--- config.mk ---
export PLATFORM = sky130hd
export DESIGN_NAME = uniform_histogram_binner
export DESIGN_NICKNAME = d
export VERILOG_FILES = /design/src/hdl/uhb_pkg.sv /design/src/hdl/uhb_locate.sv /design/src/hdl/uhb_count.sv /design/src/hdl/uhb_fifo.sv /design/src/hdl/uniform_histogram_binner.sv
export SDC_FILE = /design/constraint.sdc
export NUM_CORES = 2
export LEC_CHECK = 0
export BUFFER_PORTS_ARGS = -buffer_cell sky130_fd_sc_hd__clkbuf_2
export CAP_MARGIN = 10
export CORE_ASPECT_RATIO = 1.2
export CORE_MARGIN = 3
export CORE_UTILIZATION = 55
export CTS_CLUSTER_DIAMETER = 120
export DETAILED_ROUTE_END_ITERATION = 8
export MAX_ROUTING_LAYER = met4
export PLACE_DENSITY = 0.7
export SLEW_MARGIN = 20
export SYNTH_ARGS = -nofsm -noshare
export SYNTH_HDL_FRONTEND = slang
export SYNTH_HIERARCHICAL = 1
export SYNTH_SLANG_ARGS = --single-unit
--- constraint.sdc ---
create_clock -name clock -period 9.26 [get_ports clock]
set_input_delay 0.463 -clock clock [delete_from_list [all_inputs] [get_ports clock]]
set_output_delay 0.463 -clock clock [all_outputs]
set_load 0.01 [all_outputs]
--- src/hdl/uhb_pkg.sv ---
package uhb_pkg;

   localparam int CSR_INDEX_W = 3;

   localparam logic [CSR_INDEX_W-1:0] CSR_RANGE_LOW     = 3'd0;
   localparam logic [CSR_INDEX_W-1:0] CSR_RANGE_HIGH    = 3'd1;
   localparam logic [CSR_INDEX_W-1:0] CSR_BIN_WIDTH     = 3'd2;
   localparam logic [CSR_INDEX_W-1:0] CSR_BINS_IN_USE   = 3'd3;
   localparam logic [CSR_INDEX_W-1:0] CSR_MAX_SCAN_BINS = 3'd4;

   localparam logic signed [31:0] RANGE_LOW_RESET     = 32'sd0;
   localparam logic signed [31:0] RANGE_HIGH_RESET    = 32'sd0;
   localparam logic [30:0]        BIN_WIDTH_RESET     = 31'd1;
   localparam logic [6:0]         BINS_IN_USE_RESET   = 7'd64;
   localparam logic [6:0]         MAX_SCAN_BINS_RESET = 7'd64;

   typedef struct packed {
      logic signed [31:0] sample;
      logic               dataset_last;
   } req_type;

   typedef struct packed {
      logic        binned;
      logic [5:0]  bin_index;
      logic [15:0] bin_total;
      logic [15:0] max_total;
   } rsp_type;

   typedef struct packed {
      logic valid;
      logic last;
      logic hit;
   } loc_ctl_type;

endpackage

--- src/hdl/uhb_locate.sv ---
module uhb_locate #(
   parameter int IDX_W    = 6
) (
   input  logic                  clock,
   input  logic                  reset,
   input  logic                  in_valid,
   input  uhb_pkg::req_type      in_data,
   input  logic signed [31:0]    range_low,
   input  logic signed [31:0]    range_high,
   input  logic [30:0]           bin_width,
   input  logic [IDX_W:0]        nb_eff,
   output uhb_pkg::loc_ctl_type  loc_ctl,
   output logic [IDX_W-1:0]      loc_idx
);

   localparam int DW = 32 + IDX_W;

   typedef struct packed {
      logic        valid;
      logic        last;
      logic        eq;
      logic        neg;
      logic [31:0] rem;
   } front_type;

   typedef struct packed {
      logic             valid;
      logic             last;
      logic             eq;
      logic             miss;
      logic [31:0]      rem;
      logic [IDX_W-1:0] q;
   } stage_type;

   front_type        front_ff;
   front_type        front_in;
   stage_type        st_ff [IDX_W+1];
   stage_type        st_in [IDX_W+1];
   logic [32:0]      diff;
   logic [DW-1:0]    top_limit;
   logic [IDX_W-1:0] last_bin;

   always_comb begin
      diff           = {in_data.sample[31], in_data.sample} - {range_low[31], range_low};
      front_in.valid = in_valid;
      front_in.last  = in_data.dataset_last;
      front_in.eq    = (in_data.sample == range_high);
      front_in.neg   = diff[32];
      front_in.rem   = diff[31:0];
   end

   always_ff @(posedge clock) begin
      if (reset) begin
         front_ff.valid <= 1'b0;
      end else begin
         front_ff <= front_in;
      end
   end

   // Quotients at or beyond the index range can never name a bin in use.
   always_comb begin
      top_limit      = DW'(bin_width) << IDX_W;
      st_in[0].valid = front_ff.valid;
      st_in[0].last  = front_ff.last;
      st_in[0].eq    = front_ff.eq;
      st_in[0].miss  = front_ff.neg || (bin_width == '0) || (DW'(front_ff.rem) >= top_limit);
      st_in[0].rem   = front_ff.rem;
      st_in[0].q     = '0;
   end

   for (genvar j = 0; j < IDX_W; j++) begin : g_div
      localparam int K = IDX_W - 1 - j;
      logic [DW-1:0] div_sh;
      logic [DW-1:0] rem_ext;
      logic [DW-1:0] rem_sub;

      always_comb begin
         div_sh      = DW'(bin_width) << K;
         rem_ext     = DW'(st_ff[j].rem);
         rem_sub     = rem_ext - div_sh;
         st_in[j+1]  = st_ff[j];
         if (rem_ext >= div_sh) begin
            st_in[j+1].rem  = rem_sub[31:0];
            st_in[j+1].q[K] = 1'b1;
         end
      end
   end

   for (genvar s = 0; s <= IDX_W; s++) begin : g_stage
      always_ff @(posedge clock) begin
         if (reset) begin
            st_ff[s].valid <= 1'b0;
         end else begin
            st_ff[s] <= st_in[s];
         end
      end
   end

   always_comb begin
      last_bin      = IDX_W'(nb_eff - 1'b1);
      loc_ctl.valid = st_ff[IDX_W].valid;
      loc_ctl.last  = st_ff[IDX_W].last;
      loc_ctl.hit   = 1'b0;
      loc_idx       = '0;
      priority if (!st_ff[IDX_W].miss && ({1'b0, st_ff[IDX_W].q} < nb_eff)) begin
         loc_ctl.hit = 1'b1;
         loc_idx     = st_ff[IDX_W].q;
      end else if (st_ff[IDX_W].eq) begin
         loc_ctl.hit = 1'b1;
         loc_idx     = last_bin;
      end else begin
         loc_ctl.hit = 1'b0;
         loc_idx     = '0;
      end
   end

endmodule

--- src/hdl/uhb_count.sv ---
module uhb_count #(
   parameter int NUM_BINS   = 64,
   parameter int COUNT_BITS = 16,
   parameter int IDX_W      = 6
) (
   input  logic                 clock,
   input  logic                 reset,
   input  uhb_pkg::loc_ctl_type loc_ctl,
   input  logic [IDX_W-1:0]     loc_idx,
   input  logic [IDX_W:0]       scan,
   output logic                 res_valid,
   output uhb_pkg::rsp_type     res_data
);

   localparam logic [COUNT_BITS-1:0] CMAX = {COUNT_BITS{1'b1}};

   logic [COUNT_BITS-1:0] mem [NUM_BINS];
   logic [COUNT_BITS-1:0] rd_ff;
   logic [NUM_BINS-1:0]   vbits_ff;
   logic [NUM_BINS-1:0]   vbits_in;
   uhb_pkg::loc_ctl_type  a_ctl_ff;
   logic [IDX_W-1:0]      a_idx_ff;
   logic                  vbit_ff;
   logic                  vbit_in;
   logic                  fwd_ff;
   logic                  fwd_in;
   logic [COUNT_BITS-1:0] fwd_data_ff;
   logic [COUNT_BITS-1:0] max_ff;
   logic [COUNT_BITS-1:0] max_in;
   logic [COUNT_BITS-1:0] cur;
   logic [COUNT_BITS-1:0] new_cnt;
   logic                  a_write;
   logic [31:0]           idx32;
   logic [31:0]           cnt32;
   logic [31:0]           max32;

   assign a_write = a_ctl_ff.valid && a_ctl_ff.hit;

   always_ff @(posedge clock) begin
      rd_ff <= mem[loc_idx];
      if (a_write) begin
         mem[a_idx_ff] <= new_cnt;
      end
   end

   // The sample now in the update stage writes at the same edge at which the
   // next one reads, so its count is forwarded and a dataset end voids the read.
   always_comb begin
      vbit_in = vbits_ff[loc_idx] && !(a_ctl_ff.valid && a_ctl_ff.last);
      fwd_in  = a_write && !a_ctl_ff.last && (loc_idx == a_idx_ff);
   end

   always_comb begin
      priority if (fwd_ff) begin
         cur = fwd_data_ff;
      end else if (vbit_ff) begin
         cur = rd_ff;
      end else begin
         cur = '0;
      end
      new_cnt = (cur == CMAX) ? cur : COUNT_BITS'(cur + 1'b1);
   end

   always_comb begin
      max_in = max_ff;
      if (a_write && ({1'b0, a_idx_ff} < scan) && (new_cnt > max_ff)) begin
         max_in = new_cnt;
      end
      vbits_in = vbits_ff;
      if (a_ctl_ff.valid && a_ctl_ff.last) begin
         vbits_in = '0;
      end else if (a_write) begin
         vbits_in[a_idx_ff] = 1'b1;
      end
   end

   always_ff @(posedge clock) begin
      if (reset) begin
         a_ctl_ff <= '0;
         vbits_ff <= '0;
         max_ff   <= '0;
         fwd_ff   <= 1'b0;
      end else begin
         a_ctl_ff <= loc_ctl;
         vbits_ff <= vbits_in;
         max_ff   <= max_in;
         fwd_ff   <= fwd_in;
      end
   end

   always_ff @(posedge clock) begin
      a_idx_ff    <= loc_idx;
      vbit_ff     <= vbit_in;
      fwd_data_ff <= new_cnt;
   end

   always_comb begin
      idx32              = 32'(a_idx_ff);
      cnt32              = 32'(new_cnt);
      max32              = 32'(max_in);
      res_valid          = a_ctl_ff.valid;
      res_data.binned    = a_ctl_ff.hit;
      res_data.bin_index = a_ctl_ff.hit ? idx32[5:0] : 6'd0;
      res_data.bin_total = a_ctl_ff.hit ? cnt32[15:0] : 16'd0;
      res_data.max_total = max32[15:0];
   end

endmodule

--- src/hdl/uhb_fifo.sv ---
module uhb_fifo #(
   parameter int DEPTH = 11
) (
   input  logic             clock,
   input  logic             reset,
   input  logic             wr_valid,
   input  uhb_pkg::rsp_type wr_data,
   output logic             rd_valid,
   input  logic             rd_ready,
   output uhb_pkg::rsp_type rd_data,
   output logic             full
);

   localparam int PTR_W = $clog2(DEPTH);
   localparam int CNT_W = $clog2(DEPTH + 1);

   uhb_pkg::rsp_type slot_ff [DEPTH];
   logic [PTR_W-1:0] wr_ptr_ff;
   logic [PTR_W-1:0] wr_ptr_in;
   logic [PTR_W-1:0] rd_ptr_ff;
   logic [PTR_W-1:0] rd_ptr_in;
   logic [CNT_W-1:0] count_ff;
   logic [CNT_W-1:0] count_in;
   logic             pop;

   assign rd_valid = (count_ff != '0);
   assign rd_data  = slot_ff[rd_ptr_ff];
   assign full     = (count_ff == CNT_W'(DEPTH));
   assign pop      = rd_valid && rd_ready;

   always_comb begin
      wr_ptr_in = wr_ptr_ff;
      rd_ptr_in = rd_ptr_ff;
      if (wr_valid) begin
         wr_ptr_in = (wr_ptr_ff == PTR_W'(DEPTH - 1)) ? '0 : PTR_W'(wr_ptr_ff + 1'b1);
      end
      if (pop) begin
         rd_ptr_in = (rd_ptr_ff == PTR_W'(DEPTH - 1)) ? '0 : PTR_W'(rd_ptr_ff + 1'b1);
      end
      count_in = CNT_W'(count_ff + CNT_W'(wr_valid) - CNT_W'(pop));
   end

   always_ff @(posedge clock) begin
      if (reset) begin
         wr_ptr_ff <= '0;
         rd_ptr_ff <= '0;
         count_ff  <= '0;
      end else begin
         wr_ptr_ff <= wr_ptr_in;
         rd_ptr_ff <= rd_ptr_in;
         count_ff  <= count_in;
      end
   end

   always_ff @(posedge clock) begin
      if (wr_valid) begin
         slot_ff[wr_ptr_ff] <= wr_data;
      end
   end

endmodule

--- src/hdl/uniform_histogram_binner.sv ---
// A word reaches rsp_valid via the front register, division stages, count update stage
// and result queue; the bin search takes one restoring division step per index bit.
// Throughput: one word per cycle while queue credits remain, set by the count memory's
// read-modify-write, which forwards between back-to-back samples of the same bin.
// Reset is synchronous: control and CSR registers take their defaults, all bin counts
// read as zero at once via per-bin valid flags, the maximum clears, no clearing pass runs.
module uniform_histogram_binner #(
   parameter int NUM_BINS   = 64,
   parameter int COUNT_BITS = 16
) (
   input  logic                                clock,
   input  logic                                reset,
   input  logic                                req_valid,
   output logic                                req_ready,
   input  uhb_pkg::req_type                    req_data,
   output logic                                rsp_valid,
   input  logic                                rsp_ready,
   output uhb_pkg::rsp_type                    rsp_data,
   input  logic                                csr_valid,
   output logic                                csr_ready,
   input  logic [uhb_pkg::CSR_INDEX_W-1:0]     csr_index,
   input  logic [31:0]                         csr_data
);

   localparam int IDX_W      = (NUM_BINS > 1) ? $clog2(NUM_BINS) : 1;
   localparam int FIFO_DEPTH = IDX_W + 5;
   localparam int CRED_W     = $clog2(FIFO_DEPTH + 1);

   logic signed [31:0]   range_low_ff;
   logic signed [31:0]   range_high_ff;
   logic [30:0]          bin_width_ff;
   logic [6:0]           bins_in_use_ff;
   logic [6:0]           max_scan_bins_ff;
   logic [31:0]          biu32;
   logic [31:0]          nb32;
   logic [31:0]          msb32;
   logic [31:0]          scan32;
   logic [IDX_W:0]       nb_eff;
   logic [IDX_W:0]       scan;
   logic                 req_acc;
   logic                 rsp_acc;
   logic [CRED_W-1:0]    credits_ff;
   logic [CRED_W-1:0]    credits_in;
   uhb_pkg::loc_ctl_type loc_ctl;
   logic [IDX_W-1:0]     loc_idx;
   logic                 res_valid;
   uhb_pkg::rsp_type     res_data;
   logic                 fifo_full;

   assign csr_ready = 1'b1;

   always_ff @(posedge clock) begin
      if (reset) begin
         range_low_ff     <= uhb_pkg::RANGE_LOW_RESET;
         range_high_ff    <= uhb_pkg::RANGE_HIGH_RESET;
         bin_width_ff     <= uhb_pkg::BIN_WIDTH_RESET;
         bins_in_use_ff   <= uhb_pkg::BINS_IN_USE_RESET;
         max_scan_bins_ff <= uhb_pkg::MAX_SCAN_BINS_RESET;
      end else if (csr_valid && csr_ready) begin
         unique case (csr_index)
            uhb_pkg::CSR_RANGE_LOW:     range_low_ff     <= csr_data;
            uhb_pkg::CSR_RANGE_HIGH:    range_high_ff    <= csr_data;
            uhb_pkg::CSR_BIN_WIDTH:     bin_width_ff     <= csr_data[30:0];
            uhb_pkg::CSR_BINS_IN_USE:   bins_in_use_ff   <= csr_data[6:0];
            uhb_pkg::CSR_MAX_SCAN_BINS: max_scan_bins_ff <= csr_data[6:0];
            default: begin
            end
         endcase
      end
   end

   always_comb begin
      biu32 = 32'(bins_in_use_ff);
      msb32 = 32'(max_scan_bins_ff);
      priority if (biu32 == 32'd0) begin
         nb32 = 32'd1;
      end else if (biu32 > 32'(NUM_BINS)) begin
         nb32 = 32'(NUM_BINS);
      end else begin
         nb32 = biu32;
      end
      scan32 = (msb32 < nb32) ? msb32 : nb32;
      nb_eff = (IDX_W + 1)'(nb32);
      scan   = (IDX_W + 1)'(scan32);
   end

   // Every accepted word holds a queue slot until it is delivered.
   assign req_ready = (credits_ff < CRED_W'(FIFO_DEPTH));
   assign req_acc   = req_valid && req_ready;
   assign rsp_acc   = rsp_valid && rsp_ready;

   always_comb begin
      credits_in = CRED_W'(credits_ff + CRED_W'(req_acc) - CRED_W'(rsp_acc));
   end

   always_ff @(posedge clock) begin
      if (reset) begin
         credits_ff <= '0;
      end else begin
         credits_ff <= credits_in;
      end
   end

   uhb_locate #(
      .IDX_W    (IDX_W)
   ) u_locate (
      .clock      (clock),
      .reset      (reset),
      .in_valid   (req_acc),
      .in_data    (req_data),
      .range_low  (range_low_ff),
      .range_high (range_high_ff),
      .bin_width  (bin_width_ff),
      .nb_eff     (nb_eff),
      .loc_ctl    (loc_ctl),
      .loc_idx    (loc_idx)
   );

   uhb_count #(
      .NUM_BINS   (NUM_BINS),
      .COUNT_BITS (COUNT_BITS),
      .IDX_W      (IDX_W)
   ) u_count (
      .clock     (clock),
      .reset     (reset),
      .loc_ctl   (loc_ctl),
      .loc_idx   (loc_idx),
      .scan      (scan),
      .res_valid (res_valid),
      .res_data  (res_data)
   );

   uhb_fifo #(
      .DEPTH (FIFO_DEPTH)
   ) u_fifo (
      .clock    (clock),
      .reset    (reset),
      .wr_valid (res_valid),
      .wr_data  (res_data),
      .rd_valid (rsp_valid),
      .rd_ready (rsp_ready),
      .rd_data  (rsp_data),
      .full     (fifo_full)
   );

   a_credit_bound: assert property (@(posedge clock) disable iff (reset)
      credits_ff <= CRED_W'(FIFO_DEPTH))
      else $error("credit count exceeds queue depth");

   a_rsp_has_credit: assert property (@(posedge clock) disable iff (reset)
      rsp_valid |-> (credits_ff != '0))
      else $error("response word without an accepted request");

   a_no_overflow: assert property (@(posedge clock) disable iff (reset)
      res_valid |-> !fifo_full)
      else $error("result written into a full queue");

   a_hit_in_range: assert property (@(posedge clock) disable iff (reset)
      (loc_ctl.valid && loc_ctl.hit) |-> ({1'b0, loc_idx} < nb_eff))
      else $error("bin index beyond bins in use");

endmodule

* Yosys cells after proc, flatten, opt, wreduce, memory -nomap -nowiden *
Memories as Yosys holds them, arrays and structs flattened. A register that Yosys moved wholly into a read port is not among the register bits.
Index checks and enable logic that the tools add are counted.

storage, ports and cells
  flip-flop bits (word level) = 268
  RAM bits = 1,747
  input bits = 73
  output and inout bits = 42
  memories = 3

cells by class
  add/subtract/negate cells = 15
  $lt $le $gt $ge = 16
  equal/unequal tests = 9
  muxes and demuxes = 46
  bitwise logic cells = 8
  reduce and logical (&&, ||, !) cells = 26

memory list
  memory          words  width  read ports  clocked after Yosys merged registers in  wr ports  RTL line          text
  u_count.mem     64     16     1           1                                        1         uhb_count.sv:17   logic [COUNT_BITS-1:0] mem [NUM_BINS];
  u_fifo.slot_ff  11     39     1           1                                        1         uhb_fifo.sv:17    uhb_pkg::rsp_type slot_ff [DEPTH];
  u_locate.st_ff  7      42     7           0                                        7         uhb_locate.sv:37  stage_type st_ff [IDX_W+1];

operators with widths
  kind                                           count
  two-way mux 32 bit                             5
  subtractor 32 bit                              5
  two-way mux 16 bit                             5
  OR 64 bit                                      1
  >= comparator 32 x 37 -> 1 bit                 1
  >= comparator 32 x 36 -> 1 bit                 1
  >= comparator 32 x 35 -> 1 bit                 1
  >= comparator 32 x 34 -> 1 bit                 1
  >= comparator 32 x 33 -> 1 bit                 1
  two-way mux 33 bit                             1
  subtractor 32 x 32 -> 33 bit                   1
  equality test 32 bit                           1
  >= comparator 32 x 31 -> 1 bit                 1
  >= comparator 32 bit                           1
  subtractor 32 x 31 -> 32 bit                   1
  logical NOT 31 bit                             1
  two-way mux 1 bit                              23
  two-way mux 7 bit                              3
  two-way mux 6 bit                              3
  adder 16 x 1 -> 16 bit, second input constant  1
  equality test 16 bit, second input constant    1
  > comparator 16 bit                            1
  two-way mux 4 bit                              4
  < comparator 6 x 7 -> 1 bit                    2
  other kinds (25)                               54

* Longest topological paths before layout *
  depth in word-level cells = 9
  gate-level depth with buffers = 22

* Modules after synthesis *
The synthesis kept the hierarchy.

by module, submodules not included
  module                    instances  cells an instance  area each (sq um)  seq. area each (sq um)
  uhb_count                 1          2,116              44,564.0           33,211.9
  uhb_locate                1          2,115              21,277.9           8,237.9
  uhb_fifo                  1          1,020              17,489.3           13,202.7
  uniform_histogram_binner  1          554                4,367.9            2,262.2

* Worst setup path after synthesis *
No wires, ideal clock.

  path kind = reg2reg
  from = register u_count.fwd_ff
  to = memory u_fifo/slot_ff[0][4] (netlist name) (data pin)
  library setup time = 0.292 ns
  arrival time = 6.568 ns
  required time = 8.968 ns
  path slack = 2.401 ns
  stages on the path, launching flop included = 20
  buffers on the path = 5
  period minus slack after synthesis = 6.859 ns
  path through = dfxtp_1 -> buf_2 -> buf_2 -> buf_2 -> buf_2 -> nand2_1 -> o21ai_0 -> ha_1 -> inv_1 -> a21oi_1 -> a21oi_1 -> nor3_1 -> ha_1 -> nand2_1 -> nor4_1 -> a21boi_0 -> o31ai_1 -> nor2_1 -> clkbuf_1 -> o21ai_0

RTL lines
  element                 RTL line         text
  start, declared         uhb_count.sv:25  logic fwd_ff;
  start signal, assigned  uhb_count.sv:87  fwd_ff <= fwd_in;
  end, declared           uhb_fifo.sv:17

==> impl.org <==
** Status
- Status :: complete, no violations

** Worst setup path
- Capturing element type of the critical path :: flip-flop
- The worst setup path is launched from a flip-flop.
- Maximum net fanout on the critical path :: 67
- CP Class :: reg2reg
- The critical path goes through nor2b_1 > a22oi_1 > inv_1 > ha_1 > inv_1 > a21oi_1 > nand2_1 > nor2_1 > mux2i_1 > clkinv_2 > ha_1 > nor2b_1 > o21ai_0 > a21boi_0 > o31ai_1 > nor2_1 > buf_4 > o21ai_0.
- The largest single stage delay on the critical path is 850 ps.
- Worst path required time :: 9750 ps
- STA puts the critical path data arrival time at 7640 ps.
- The slowest stage of the critical path belongs to the cell sky130_fd_sc_hd__clkinv_2.

** Global routing
- GR met2 Demand/Resource :: roughly 44%
- In the global route stage, met1 resource usage came out at 34.91%.
- Entering global routing, the biggest net connects roughly 190 pins.
- Grt peak-use layer :: met2
- First-pass GRT wire length :: ~320 mm
- The number of antenna violations at the first check in global routing is 13.
- For this run the aggregate overflow at the end of global routing stands at 0.
- Global routing consumed, on the met3 layer, 4.287% of the routing resources.
- The via count of the first global-routing pass was 50910.
- Across every metal layer, demand over resource in global routing totals 27.05%.

** Power and ir drop
- Leakage power figure :: 29.76 nW
- Across the VDD grid, the largest voltage drop is 0.2097 mV.
- Total Power :: 22.14 mW
- Pwr/cell area :: 226.7 mW/mm^2

** Synthesis
- Post-synthesis area per instance :: 15.11 um^2
- Yosys printed 6 warnings.
- Synthesis produced a netlist with a net count of 6162.
- The cell area that synthesis handed to floorplanning was 0.08768 mm^2.
- Synthesis produced slightly below 6000 cells.

** Timing
- For this run, the top clock speed supported by timing is 139.8 MHz.
- Endpoints failing hold :: 0
- Number of slew-limit violations in the final report :: 0
- For the pin with the worst max-slew slack, the measured transition is ~1200 ps.
- Setup repair after global routing left no endpoint under its margin.
- Fin Clk Skew :: ~42 ps
- In this run the tightest slew margin relative to its limit is 21.83%.
- Post-route clock period utilization :: 77.24%
- Final setup violation count :: 0
- Accumulated negative setup slack :: 0 ps
- The clock period could shrink to 7152 ps.

** Placed design
- After legalization and detailed placement, the total HPWL measured 130.7 mm.
- Summing all placed instances gives a cell area of 0.09086 mm^2.
- In this run the tool buffered the top-level ports with 113 buffer cells.
- Final RePlAce weighted congestion :: approximately 0.89
- The number of placed instances, taps included, is 7865.

** Layout
- The area growth from synthesis to layout is 11.38%.
- Number of nets in the layout :: about 6400
- Leaving out fill and tap cells, the most frequent cells in the layout are 1722 x sky130_fd_sc_hd__edfxtp_1, 496 x sky130_fd_sc_hd__nand2_1, 340 x sky130_fd_sc_hd__mux4_2, 317 x sky130_fd_sc_hd__a21oi_1, 278 x sky130_fd_sc_hd__ha_1.
- Non-filler cells in the finished layout :: 8269
- The post-route netlist has 18.39% of its cells at a drive strength greater than 1.
- Most common cell after layout, fill and taps aside :: sky130_fd_sc_hd__edfxtp_1
- Cell area after layout :: just under 0.1 mm^2
- Counting the fill cells in the layout gives 11370.

** CTS
- The tree is rooted in a sky130_fd_sc_hd__clkbuf_16.
- The clock net in this run drives a total of 1982 sinks.
- For the worst-skew pair, the clock arrives at the later sink with an insertion delay of 850 ps.
- Buffers inserted during clock tree synthesis total about 190.
- TritonCTS built the clock tree.
- Counting along the longest clock path gives a buffer depth of 3.
- Clock-pin slew was measured on the worst setup and hold paths at 60 ps.
- The clock tree synthesis step divided the H-tree into 4 levels.

** Floorplanning
- Site row count :: approximately 160
- For this configuration, the core starts out at a cell density of 55.72%.
- 115 I/O pins were placed.
- Overall die width :: 370.5 um
- Area of the placeable core :: between 0.15 and 0.2 mm^2
- The die is between 400 and 500 um tall.
- The die covers approximately 0.16 mm^2.

** Drt
- In the final routed layout, each cell accounts on average for between 20 and 30 um.
- The first TritonRoute pass finished after 6 iterations.
- DRC marker count from the first detailed-route iteration :: around 5300
- Via-to-Cell Ratio :: roughly 6.2
- The routed design has 215.7 mm of wire.
- In this run the remaining antenna-violating nets after routing total 0.
- Number of vias in the routed layout :: 51110
- For this run, design rule violations remaining after detail routing come to 0.

** Min path
- The worst hold path belongs to the class in2reg.

** Run
- Count of max-cap constraint violations :: 0
## sequential cells by signal, summed over array words and instances, names as in the netlist, 16 cells and up, named ones only
signal               flops
u_count/fwd_data_ff     16
u_count/rd_ff           16
u_locate/st_ff         241
u_locate/front_ff       36
u_fifo/slot_ff         429
range_low_ff            32
u_count/max_ff          16
u_count/vbits_ff        64
range_high_ff           32
bin_width_ff            31
u_count/mem           1024
## worst max-delay path, delay by kind of cell, from the launching register on
| kind | cells | cell delay [ps] |
|---|---|---|
| multiplexers | 1 | 420 |
| adder cells (fa/ha/maj) | 2 | 960 |
| AO/OA/AOI/OAI | 6 | 2110 |
| buffers and inverters | 4 | 1350 |
| flip-flops | 1 | 670 |
| AND/OR/NAND/NOR | 5 | 1250 |
## layer usage
layer / up-vias / share of wire (%)
li1: 22960 / -
met1: 25950 / 40
met2: 1814 / 50
met3: 389 / 6.6
met4: 0 / 3.4
met5: - / 0
## per-stage QoR
| step | worst slack, ps | util [%] | hold WS (ps) |
|---|---|---|---|
| after detailed placement | 2609 | 57.74 | 404.5 |
| final | 2108 | 62.06 | 76.85 |
| after global placement | 2847 | 57.74 | 401.8 |
| after CTS | 2548 | 62.00 | 0.8754 |
| after floorplan | 2401 | - | 400.3 |
| after global routing | 1426 | 62.06 | 85.68 |
## power breakdown
group	leakage [nW]	internal [mW]	switching, mW	total [mW]
logic	11.2	1.74	2.25	3.99
registers	15.5	10.1	0.241	10.3
clock network	3.11	4.43	3.39	7.82
total	29.8	16.3	5.87	22.1
## cell type report
type	count	area, um^2	share of cell area, %
multi-input cells	3381	29090	29.79
inverters	166	631.9	0.6470
clock inverters	92	899.6	0.9212
flip-flops and latches	1982	56920	58.29
well taps	2093	2619	2.682
repair buffers	281	2016	2.064
clock buffers	266	5463	5.594
diodes	8	20.02	0.02050
## path summary, 6_finish.rpt
kind                         startpoint                    end  slack (ps)  cells past startpoint
setup reg to reg        u_count/vbit_ff   u_fifo/slot_ff[2][6]        2110                     18
hold / removal             csr_index[1]        bin_width_ff[0]          80                      4
hold reg to reg   u_locate/st_ff[3][40]  u_locate/st_ff[4][40]         420                      0
setup / recovery        u_count/vbit_ff   u_fifo/slot_ff[2][6]        2110                     18
## repair_timing
action	CTS	global route
setup buffers	0	0
resized for setup	0	0
hold buffers	35	0
endpoints found under the setup margin	0	0
hold endpoints to repair	105	0
Power figures use the tool's default switching activity.
